--- src/rtl/refault_frequency_tracker_assert.svh ---
// Assertion macros for the refault frequency tracker.
// Included by the modules that carry concurrent checks; no other dependencies.
`ifndef REFAULT_FREQUENCY_TRACKER_ASSERT_SVH
`define REFAULT_FREQUENCY_TRACKER_ASSERT_SVH
`ifndef SYNTHESIS
`define RFT_ASSERT_IMP(lbl, clk, rstn, ante, cons, msg) \
    lbl: assert property (@(posedge clk) disable iff (!rstn) (ante) |-> (cons)) else $error(msg);
`define RFT_ASSERT_NXT(lbl, clk, rstn, ante, cons, msg) \
    lbl: assert property (@(posedge clk) disable iff (!rstn) (ante) |=> (cons)) else $error(msg);
`else
`define RFT_ASSERT_IMP(lbl, clk, rstn, ante, cons, msg)
`define RFT_ASSERT_NXT(lbl, clk, rstn, ante, cons, msg)
`endif
`endif

--- src/rtl/rft_pkg.sv ---
// Shared constants, codes and controller/datapath interface types of the tracker.
// No dependencies.
package rft_pkg;

    localparam int OWNER_SLOTS     = 16;
    localparam int ADDRESS_ENTRIES = 256;
    localparam int COUNT_LIMIT     = 256;

    localparam int OWNER_W = (OWNER_SLOTS > 1) ? $clog2(OWNER_SLOTS) : 1;
    localparam int ENTRY_W = (ADDRESS_ENTRIES > 1) ? $clog2(ADDRESS_ENTRIES) : 1;
    localparam int ACC_W   = $clog2(ADDRESS_ENTRIES + 1);

    localparam logic OP_RECORD = 1'b0;
    localparam logic OP_QUERY  = 1'b1;

    typedef enum logic [2:0] {
        ST_COUNTED      = 3'd0,
        ST_IGNORED      = 3'd1,
        ST_OWNER_FULL   = 3'd2,
        ST_ADDR_FULL    = 3'd3,
        ST_QUERY_OK     = 3'd4,
        ST_OWNER_UNKNOWN = 3'd5
    } status_t;

    typedef enum logic [2:0] {
        S_IDLE, S_OWN, S_ENT, S_DRAIN, S_DECIDE, S_FIN
    } state_t;

    typedef struct packed {
        logic    load;
        logic    own_step;
        logic    ent_step;
        logic    commit;
        logic    out_load;
        status_t status;
    } cmd_t;

    typedef struct packed {
        logic is_query;
        logic is_major;
        logic own_last;
        logic own_hit;
        logic own_free;
        logic ent_last;
        logic ent_hit;
        logic ent_free;
        logic out_free;
    } sts_t;

    typedef struct packed {
        logic [63:0]        addr;
        logic [OWNER_W-1:0] owner;
        logic [31:0]        count;
    } entry_t;

endpackage

--- src/rtl/rft_ctrl.sv ---
// Sequencing state machine of the tracker: owner scan, entry scan, update, result.
// Depends on rft_pkg.
module rft_ctrl (
    input  logic           aclk,
    input  logic           aresetn,
    input  logic           s_tvalid,
    output logic           s_tready,
    input  rft_pkg::sts_t  sts,
    output rft_pkg::cmd_t  cmd
);

    rft_pkg::state_t  state_reg, state_next;
    rft_pkg::status_t status_reg, status_next;

    always_ff @(posedge aclk) begin
        if (!aresetn) begin
            state_reg  <= rft_pkg::S_IDLE;
            status_reg <= rft_pkg::ST_COUNTED;
        end else begin
            state_reg  <= state_next;
            status_reg <= status_next;
        end
    end

    always_comb begin
        state_next  = state_reg;
        status_next = status_reg;
        cmd         = '0;
        cmd.status  = status_reg;
        s_tready    = 1'b0;
        case (state_reg)
            rft_pkg::S_IDLE: begin
                s_tready = 1'b1;
                if (s_tvalid) begin
                    cmd.load   = 1'b1;
                    state_next = rft_pkg::S_OWN;
                end
            end
            rft_pkg::S_OWN: begin
                if (!sts.is_query && !sts.is_major) begin
                    status_next = rft_pkg::ST_IGNORED;
                    state_next  = rft_pkg::S_FIN;
                end else begin
                    cmd.own_step = 1'b1;
                    if (sts.own_last) state_next = rft_pkg::S_ENT;
                end
            end
            rft_pkg::S_ENT: begin
                if (sts.is_query && !sts.own_hit) begin
                    status_next = rft_pkg::ST_OWNER_UNKNOWN;
                    state_next  = rft_pkg::S_FIN;
                end else if (!sts.is_query && !sts.own_hit && !sts.own_free) begin
                    status_next = rft_pkg::ST_OWNER_FULL;
                    state_next  = rft_pkg::S_FIN;
                end else begin
                    cmd.ent_step = 1'b1;
                    if (sts.ent_last) state_next = rft_pkg::S_DRAIN;
                end
            end
            rft_pkg::S_DRAIN: begin
                state_next = rft_pkg::S_DECIDE;
            end
            rft_pkg::S_DECIDE: begin
                state_next = rft_pkg::S_FIN;
                if (sts.is_query) begin
                    status_next = rft_pkg::ST_QUERY_OK;
                end else if (sts.ent_hit || sts.ent_free) begin
                    cmd.commit  = 1'b1;
                    status_next = rft_pkg::ST_COUNTED;
                end else begin
                    status_next = rft_pkg::ST_ADDR_FULL;
                end
            end
            rft_pkg::S_FIN: begin
                if (sts.out_free) begin
                    cmd.out_load = 1'b1;
                    state_next   = rft_pkg::S_IDLE;
                end
            end
            default: state_next = rft_pkg::S_IDLE;
        endcase
    end

endmodule

--- config.mk ---
export PLATFORM = sky130hd
export DESIGN_NAME = rft_ctrl
export DESIGN_NICKNAME = d
export VERILOG_FILES = /design/src/rtl/refault_frequency_tracker_assert.svh /design/src/rtl/rft_pkg.sv /design/src/rtl/rft_ctrl.sv
export SDC_FILE = /design/constraint.sdc
export NUM_CORES = 1
export LEC_CHECK = 0
export BUFFER_PORTS_ARGS = -buffer_cell sky130_fd_sc_hd__buf_2
export CORE_AREA = 2 2 39 41
export CTS_CLUSTER_DIAMETER = 200
export DETAILED_ROUTE_END_ITERATION = 10
export DIE_AREA = 0 0 41 43
export GPL_TIMING_DRIVEN = 1
export PLACE_DENSITY = 0.75
export SETUP_SLACK_MARGIN = 0.5
export SYNTH_ARGS = -nofsm -noshare
export SYNTH_HDL_FRONTEND = slang
export SYNTH_SLANG_ARGS = --single-unit
--- constraint.sdc ---
create_clock -name aclk -period 1.4 [get_ports aclk]
set_input_delay 0.07 -clock aclk [delete_from_list [all_inputs] [get_ports aclk]]
set_output_delay 0.07 -clock aclk [all_outputs]
set_load 0.01 [all_outputs]
After elaboration in Yosys (flattened, before gate mapping)
Index checks and enable logic that the tools add are counted.
{"block": "word_totals", "latch_bits": 0, "ramBits": 0, "input_bits": 12, "mem_count": 0, "romBits": 0, "register_bits": 6, "output_inout_bits": 9}
{"block": "op_classes", "n_addsub": 0, "n_eq_ne": 11, "n_reduce_logical": 13, "mul": 0, "muxes": 27, "div": 0, "n_lt_le_gt_ge": 0, "bitwise_logic": 0, "n_shift": 0}
{"cell": "$mux W3", "count": 11}
{"cell": "$pmux W3 S6", "count": 1}
{"cell": "$mux W1", "count": 13}
{"cell": "$pmux W3 S3", "count": 1}
{"cell": "$eq A3 B2 Y1 const B", "count": 2}
{"cell": "$eq A3 B3 Y1 const B", "count": 2}
{"cell": "$ne A2 B2 Y1 const B", "count": 3}
{"cell": "$ne A3 B3 Y1 const B", "count": 2}
{"cell": "$logic_and A1 B1 Y1", "count": 4}
{"cell": "$logic_not A1 Y1", "count": 4}
{"cell": "$ne A4 B4 Y1 const B", "count": 1}
{"cell": "$reduce_and A4 Y1", "count": 1}
{"cell": "$eq A3 B1 Y1 const B", "count": 1}
{"cell": "$logic_not A3 Y1", "count": 1}
{"cell": "$reduce_and A3 Y1", "count": 1}
{"cell": "$reduce_bool A3 Y1", "count": 1}
{"cell": "$mux W2", "count": 1}
{"cell": "$logic_or A1 B1 Y1", "count": 1}

Longest topological paths before layout
Gate-level depths: netlist of the first run.
{"block": "logic_depth", "ltp_word": 6, "mapped_depth": 5}

Worst setup path after synthesis of the first run
OpenSTA, ideal clock, no wires.
{"block": "synth_path", "kind": "reg-to-reg", "startpoint": "register state_reg[2]", "endpoint": "register status_reg[0]", "t_required_ps": 1285, "setup_ps": 115, "period_less_slack_ps": 1396, "t_arrival_ps": 1281, "path_stages_with_launch": 6, "path_slack_ps": 4, "cell_sequence": "dfxtp_1 -> buf_6 -> nand2b_4 -> or4b_1 -> o311a_1 -> o21a_1"}
{"block": "synth_between", "elab_chain_len": 3, "elab_cells_between_ends": 8, "classes_between": "5 x eq/ne; 1 x mux; 2 x reduce/logical"}
{"element": "start: declaration", "line": "rft_ctrl.sv:12", "source": "rft_pkg::state_t state_reg, state_next;"}
{"element": "start signal: assignment", "line": "rft_ctrl.sv:17", "source": "state_reg <= rft_pkg::S_IDLE;"}
{"element": "start signal: assignment", "line": "rft_ctrl.sv:20", "source": "state_reg <= state_next;"}
{"element": "$eq A3 B2 Y1, or another cell as far along", "line": "rft_ctrl.sv:31", "source": "case (state_reg)"}
{"element": "$ne A3 B3 Y1 (no source line), or another cell as far along"}
{"element": "$reduce_and A3 Y1 (no source line)"}
{"element": "end signal: assignment", "line": "rft_ctrl.sv:18", "source": "status_reg <= rft_pkg::ST_COUNTED;"}
{"element": "end signal: assignment", "line": "rft_ctrl.sv:21", "source": "status_reg <= status_next;"}
{"element": "end: declaration", "line": "rft_ctrl.sv:13", "source": "rft_pkg::status_t status_reg, status_next;"}
Parallel ways exist; a longest one is shown, timed or not.
A chain may end at the register's enable or synchronous reset.

Worst setup path in the final report of the first run
Ends and elaborated chain as after synthesis.

==> flow_metrics.tcl, run 1 <==
set metrics [dict create \
    post-route-period-util_pct 96.92 \
    syn_nets 75 \
    place_hpwl_um 995.3 \
    first_iter_violations 10 \
    antenna_found_initial 0 \
    p_comb_share_pct 38.8 \
    cp.arrival_ns 1.49 \
    tightest_slew_ns 0.5407 \
    nets 103 \
    grt_usage_pct 18.21 \
    die_w_um 41 \
    place_ws_ns 0.02283 \
    worstPathRequired_ns 1.54 \
    power_density_nw_per_um2 828.9 \
    die-area_um2 1763 \
    wirelength_um 1353 \
    fin_ws_ns 0.04310 \
    fin_hold_ws_ns 0.1178 \
    num_vias 546 \
    hold_class "input pin to flop" \
    ys_types 25 \
    cts_tree "yes" \
    rows 14 \
    first_pass_iters 4 \
    skew_ns 0.001155 \
    pin_count 21 \
    via_per_inst 5.200 \
    finalPower_uw 589.1 \
    grt_pass1_wl_um 2194 \
    start_util_pct 33.45 \
    pwr-share-clk_pct 27.2 \
    critical_path_class "flop to flop" \
    holdBufCountCts 0 \
    fmax_ghz 0.7370 \
    finalSetupViolCount 0 \
    r2r_start "state_reg[2]" \
    critical_path.max_fanout 5 \
    final_cell_mix "buf_2 (20), o21ai_0 (5), buf_4 (5)" \
    htree_levels 1 \
    slew_violations 0 \
    cts.sinks 6 \
    final_common_cell "buf_2" \
    grt_pass1_vias 524 \
    wl_per_cell_um 12.89 \
    remaining_drc_errors 0 \
    end_kind "flop" \
    fin_crit_ns 1.357 \
    p_int_uw 392.0 \
    hold_start "aresetn" \
    ys_ff_latch 6 \
    grt_start_max_net_pins 11 \
    die_h_um 43 \
    timing_hold_violations_final 0 \
    cts_root_buf "clkbuf_4" \
    gp_congestion 0.8248 \
    status "complete, no violations" \
    syn_inst 63 \
    netlist_area_um2 462.9 \
    grt_remaining_overflow 0 \
    maxSlewHeadroom_pct 63.58 \
    core-area_um2 1384 \
    ys_warn_count 0 \
    critPathLaunch "state_reg[2]" \
    syn2layout_area_growth_pct 53.51 \
    finalSetupTns_ns 0 \
    io_buffers 20 \
    critPathLaunchType "flop" \
    postRouteAntennaNets 0 \
    diodes 0 \
    clockBufferDepth 2 \
    synth_area_per_cell_um2 7.348 \
    clock_latency_ns 0.24 \
    seq_power_share_pct 34.0 \
    swShare_pct 33.47 \
    clk_pin_slew_ns 0.05 \
    ys_seq_area_share_pct 25.95 \
    maxCapViolations 0 \
    power.switching_uw 197.2 \
    vdd_drop_max_mv 0.4945 \
    numCtsBuffers 3 \
    drive_gt1_share_pct 51.69 \
    p_leak_nw 0.3026 \
    grt_setup_unrepaired "true" \
]
kinds of logic after synthesis:
group / share of synthesized area (%)
mux: 4.324
compound gates: 25.13
flops: 25.95
simple gates: 36.76
buf+inv: 7.839
area by class of cell:
class	count	area [um^2]
clock buffer	3	22.52
fill	138	673.1
inverter	2	7.507
multi-input combinational	51	374.1
sequential	6	126.4
tap	16	20.02
timing repair buffer	27	160.2
through the flow:
| stage | utilization (%) | cell area (um^2) | cells |
|---|---|---|---|
| 6_report | 51.36 | 710.7 | 105 |
| 5_1_grt | 51.36 | 710.7 | 105 |
| 4_1_cts | 50.27 | 695.7 | 105 |
| 3_5_place_dp | 44.30 | 613.1 | 100 |
| 3_3_place_gp | 44.30 | 613.1 | 100 |
| 2_1_floorplan | - | 484.2 | 63 |
power by group through the flow:
| stage | registers (mW) | clock network (mW) | logic (mW) |
|---|---|---|---|
| 4_1_cts | 0.199 | 0.171 | 0.214 |
| 3_3_place_gp | 0.200 | 0 | 0.184 |
| 5_1_grt | 0.203 | 0.176 | 0.248 |
| 3_5_place_dp | 0.201 | 0 | 0.186 |
| 6_report | 0.201 | 0.160 | 0.229 |
| 2_1_floorplan | 0.197 | 0 | 0.123 |
what timing repair did:
action	CTS	global route
pin swaps	4	1
setup endpoints to repair	12	12
setup buffers	2	0
resized for setup	13	3
critical path, cell delays in order (launching register included):
cell	delay, ns
dfxtp_2	0.33
nand2b_4	0.15
or4b_1	0.47
o311a_1	0.13
o21a_1	0.16
path summary, 6_finish.rpt:
| path | end | slack (ns) | depth (start not counted) |
|---|---|---|---|
| worst max-delay path | status_reg[0] | 0.04 | 4 |
| worst min-delay path | state_reg[1] | 0.12 | 2 |
| worst max register to register | status_reg[0] | 0.04 | 4 |
| worst min register to register | status_reg[1] | 0.46 | 2 |
per-layer routing:
metal  routed length, um  GRT usage (%)
met5                   0              0
met1                 584          23.95
met2                 709          27.81
met4                   6          10.00
met3                  52          1.571
cell usage after synthesis:
cell	n	area share [%]
nor3_1	4	4.3
dfxtp_1	6	26
nand2b_4	1	3.0
inv_1	2	1.6
nor2_1	7	5.7
buf_4	1	1.6
mux2i_1	2	4.3
buf_2	2	2.2
a21oi_1	5	5.4
or4b_1	1	2.2
or4_1	1	1.6
and2_1	1	1.4
a2bb2oi_1	1	1.9
nor4_1	2	2.7
nor2b_1	1	1.4
nand4_1	1	1.4
o21ai_0	7	7.6
nor4b_1	2	3.8
o21a_1	3	4.9
nand2b_1	3	4.1
a211oi_1	2	3.2
and3_1	1	1.4
o311a_1	1	2.2
nand2_1	5	4.1
buf_6	1	2.4
Note: power is estimated with default switching activity, not from simulation.
==> run 2: changes to the inputs <==
CAP_MARGIN = 20   (was unset)
CELL_PAD_IN_SITES_DETAIL_PLACEMENT = 2   (was unset)
CELL_PAD_IN_SITES_GLOBAL_PLACEMENT = 2   (was unset)
CORE_AREA = unset   (was 2 2 39 41)
CORE_MARGIN = 2   (was unset)
CORE_UTILIZATION = 20   (was unset)
DIE_AREA = unset   (was 0 0 41 43)
PLACE_DENSITY = 0.8   (was 0.75)
==> flow_metrics.tcl, run 2 (synthesis results as in run 1) <==
set metrics [dict create \
    gp_congestion 0.8969 \
    grt_pass1_vias 662 \
    vdd_drop_max_mv 0.3662 \
    via_per_inst 5.040 \
    maxCapViolations 0 \
    final_common_cell "buf_2" \
    fin_ws_ns 0.07380 \
    p_leak_nw 0.3491 \
    pwr-share-clk_pct 24.6 \
    cts_tree "yes" \
    swShare_pct 35.32 \
    fmax_ghz 0.7540 \
    grt.busiest_layer "met2" \
    postRouteAntennaNets 0 \
    wl_per_cell_um 17.10 \
    power_density_nw_per_um2 793.0 \
    fin_crit_ns 1.326 \
    power.switching_uw 235.5 \
    num-fill-cells 247 \
    diodes 0 \
    critical_path_class "flop to flop" \
    final_core_utilization_pct 38.38 \
    pin_count 21 \
    grt_start_max_net_pins 11 \
    critical_path.max_fanout 3 \
    grt_usage_pct 17.56 \
    remaining_drc_errors 0 \
    grt_pass1_wl_um 3325 \
    io_buffers 20 \
    finalSetupViolCount 0 \
    place_ws_ns 0.02068 \
    grt_use_met3_pct 3.448 \
    final_cell_mix "buf_2 (20), buf_4 (9), buf_6 (6)" \
    skew_ns 0.0008702 \
    wirelength_um 2137 \
    status "complete, no violations" \
    die-area_um2 2715 \
    seq_power_share_pct 30.6 \
    drive_gt1_share_pct 60.82 \
    critPathLaunchType "flop" \
    finalPower_uw 666.8 \
    gr-usage-met2_pct 32.91 \
    holdBufCountCts 0 \
    rows 17 \
    timing_hold_violations_final 0 \
    htree_levels 1 \
    maxSlewHeadroom_pct 62.81 \
    end_kind "flop" \
    p_int_uw 431.3 \
    start_util_pct 21.13 \
    die_w_um 52.11 \
    p_comb_share_pct 44.8 \
    core-area_um2 2191 \
    antenna_found_initial 0 \
    worstPathRequired_ns 1.54 \
    post-route-period-util_pct 94.73 \
    nets 111 \
    cts.sinks 6 \
    hold_class "input pin to flop" \
    cp.arrival_ns 1.47 \
    clockBufferDepth 2 \
    grt_setup_unrepaired "true" \
    numCtsBuffers 3 \
    slew_violations 0 \
    place_hpwl_um 1470 \
    num_vias 630 \
    tightest_slew_ns 0.5521 \
    first_pass_iters 4 \
    cts_root_buf "clkbuf_4" \
    grt_util_met1_pct 18.56 \
    die_h_um 52.11 \
    clk_pin_slew_ns 0.05 \
    syn2layout_area_growth_pct 81.62 \
    grt_remaining_overflow 0 \
    finalSetupTns_ns 0 \
    clock_latency_ns 0.25 \
    first_iter_violations 4 \
]
[run 2: stage by stage]
step	cell area [um^2]	cells	hold slack, ns
global route	840.8	125	0.1224
CTS	772.0	122	0.1189
global placement	650.6	115	0.3849
floorplan	484.2	63	0.1875
detailed placement	650.6	115	0.3842
finish	840.8	125	0.1247
[run 2: cell type report]
class                   count  area [um^2]  area share, %
multi-input cells          51        411.6          48.96
repair buffers             35        235.2          27.98
flip-flops and latches      6        128.9          15.33
inverters                   2        7.507         0.8929
well taps                  28        35.03          4.167
clock buffers               3        22.52          2.679
[run 2: worst paths after layout]
kind / cells after the start / from / slack [ns] / to
setup reg to reg: 4 / state_reg[2] / 0.07 / status_reg[0]
setup / recovery: 4 / state_reg[2] / 0.07 / status_reg[0]
hold / removal: 2 / aresetn / 0.12 / state_reg[1]
hold reg to reg: 2 / status_reg[1] / 0.46 / status_reg[1]
[run 2: routing by layer]
layer  wire length, um  share of wire [%]
met1               891                 42
met4                25                1.2
met5                 0                  0
met3                53                2.5
met2              1167                 55
[run 2: power by group through the flow]
| stage | clock (mW) | combinational [mW] | sequential (mW) |
|---|---|---|---|
| after floorplan | 0 | 0.123 | 0.197 |
| after global placement | 0 | 0.199 | 0.201 |
| after detailed placement | 0 | 0.207 | 0.203 |
| after CTS | 0.172 | 0.257 | 0.202 |
| after global routing | 0.186 | 0.322 | 0.206 |
| final | 0.164 | 0.299 | 0.204 |
[run 2: timing repair]
item / 4_1_cts / 5_1_grt
buffers inserted: 4 / 3
gates resized for setup: 19 / 9
pin swaps: 4 / 2
gates cloned: 0 / 0
setup endpoints to repair: 12 / 12
[run 2: critical path, stage by stage (launching register included)]
cell and delay [ns]:
dfxtp_2 0.32, nand2b_4 0.14, or4b_1 0.46, o311a_1 0.13, o21a_1 0.16
==> run 3: changes to the inputs <==
==> constraint.sdc (replaced) <==
create_clock -name aclk -period 1.4 [get_ports aclk]
set_input_delay 0.14 -clock aclk [delete_from_list [all_inputs] [get_ports aclk]]
set_output_delay 0.14 -clock aclk [all_outputs]
set_load 0.01 [all_outputs]
==> flow_metrics.tcl, run 3 (synthesis results as in run 1) <==
set metrics [dict create \
    status "complete, no violations" \
    htree_levels 1 \
    wl_per_cell_um 21.07 \
    vdd_drop_max_mv 0.4348 \
    grt_pass1_wl_um 3815 \
    hold_class "input pin to flop" \
    hold_start "aresetn" \
    finalSetupTns_ns 0 \
    fin_hold_ws_ns 0.2157 \
    skew_ns 0.003795 \
    rows 17 \
    critical_path.max_fanout 4 \
    min_path_cells 2 \
    rr_worst_depth 4 \
    critical_path_class "flop to output pin" \
    timing_hold_violations_final 0 \
    fmax_ghz 0.7183 \
    holdBufCountCts 0 \
    p_leak_nw 0.3943 \
    first_pass_iters 4 \
    cts_root_buf "clkbuf_4" \
    die_w_um 52.11 \
    crit_chain "buf_6, buf_6, nor2_4, nand2_2, nor2_2, buf_2" \
    final_common_cell "buf_2" \
    final_cell_mix "buf_2 (19), buf_6 (13), buf_4 (6)" \
    clockBufferDepth 2 \
    fin_crit_ns 1.392 \
    drive_gt1_share_pct 67.33 \
    cp.arrival_ns 1.25 \
    grt_start_max_net_pins 11 \
    die_h_um 52.11 \
    r2r_start "state_reg[2]" \
    grt_remaining_overflow 0 \
    cts.sinks 6 \
    end_kind "output pin" \
    start_util_pct 21.13 \
    worstPathRequired_ns 1.26 \
    maxSlewHeadroom_pct 54.85 \
    clock_latency_ns 0.24 \
    antenna_found_initial 0 \
    critPathLaunchType "flop" \
    nets 115 \
    cp_slowest_stage_delay_ns 0.33 \
    remaining_drc_errors 0 \
    finalPower_uw 747.9 \
    final_core_utilization_pct 44.49 \
    clk_pin_slew_ns 0.05 \
    grt_pass1_vias 730 \
    cpMaxStageDelayCell "dfxtp_2" \
    worstReg2RegEnd "status_reg[0]" \
    io_buffers 20 \
    place_hpwl_um 1560 \
    pin_count 21 \
    tightest_slew_ns 0.6702 \
    grt_setup_unrepaired "true" \
    cts_tree "yes" \
    diodes 0 \
    core-area_um2 2191 \
    reg2reg_slack_ns 0.008 \
    power_density_nw_per_um2 767.4 \
    first_iter_violations 3 \
    gp_congestion 0.8698 \
    cpMostUsedCell "buf_6" \
    syn2layout_area_growth_pct 110.5 \
    post-route-period-util_pct 99.43 \
    maxCapViolations 0 \
    postRouteAntennaNets 0 \
    via_per_inst 5.132 \
    die-area_um2 2715 \
    finalSetupViolCount 0 \
    slew_violations 0 \
    numCtsBuffers 3 \
    hold_path_end "state_reg[2]" \
    num_vias 662 \
    wirelength_um 2718 \
    grt_usage_pct 19.95 \
]
-- run 3: repair_timing --
item | in CTS | in global routing
resized for setup | 33 | 17
endpoints found under the setup margin | 12 | 12
setup buffers | 7 | 3
cloned | 0 | 0
pin swaps | 8 | 2
-- run 3: critical path, delay by kind of cell (launching register included) --
kind,cells,cell delay (ns)
DFF,1,0.33
and+or+nand+nor,3,0.28
buffers and inverters,3,0.40
-- run 3: through the flow --
step | setup slack [ns] | cell area, um^2 | instances
after floorplan | 0.01975 | 484.2 | 63
after global placement | 0.06733 | 658.1 | 116
after detailed placement | 0.001824 | 658.1 | 116
after CTS | 0.05806 | 867.1 | 126
after global routing | -0.05060 | 974.7 | 129
final | 0.007918 | 974.7 | 129
-- run 3: routing by layer --
| metal | track usage, % | vias to the layer above | wire length (um) |
|---|---|---|---|
| li1 | - | 307 | - |
| met1 | 21.50 | 325 | 1109 |
| met2 | 38.19 | 20 | 1418 |
| met3 | 2.011 | 10 | 89 |
| met4 | 9.211 | 0 | 101 |
| met5 | 0 | - | 0 |
-- run 3: how the worst max path moves through the flow --
stage	from	cells after the start	to	slack, ns
floorplan	state_reg[2]	5	status_reg[0]	0.02
global placement	state_reg[0]	4	status_reg[0]	0.07
detailed placement	state_reg[1]	4	status_reg[0]	0.002
CTS	state_reg[2]	4	status_reg[0]	0.06
global route	state_reg[2]	6	cmd[6]	-0.05
finish	state_reg[2]	6	cmd[6]	0.008
-- run 3: cell type report --
| class | instances | area [um^2] |
|---|---|---|
| clock buffers | 3 | 22.52 |
| fillers | 232 | 1216 |
| inverters | 2 | 7.507 |
| multi-input cells | 51 | 479.2 |
| flip-flops and latches | 6 | 128.9 |
| well taps | 28 | 35.03 |
| repair buffers | 39 | 301.5 |
-- run 3: where the power goes --
part	total, mW	switching [mW]	internal, mW
sequential	0.205	0.0202	0.185
combinational	0.388	0.193	0.194
clock	0.155	0.0584	0.0967
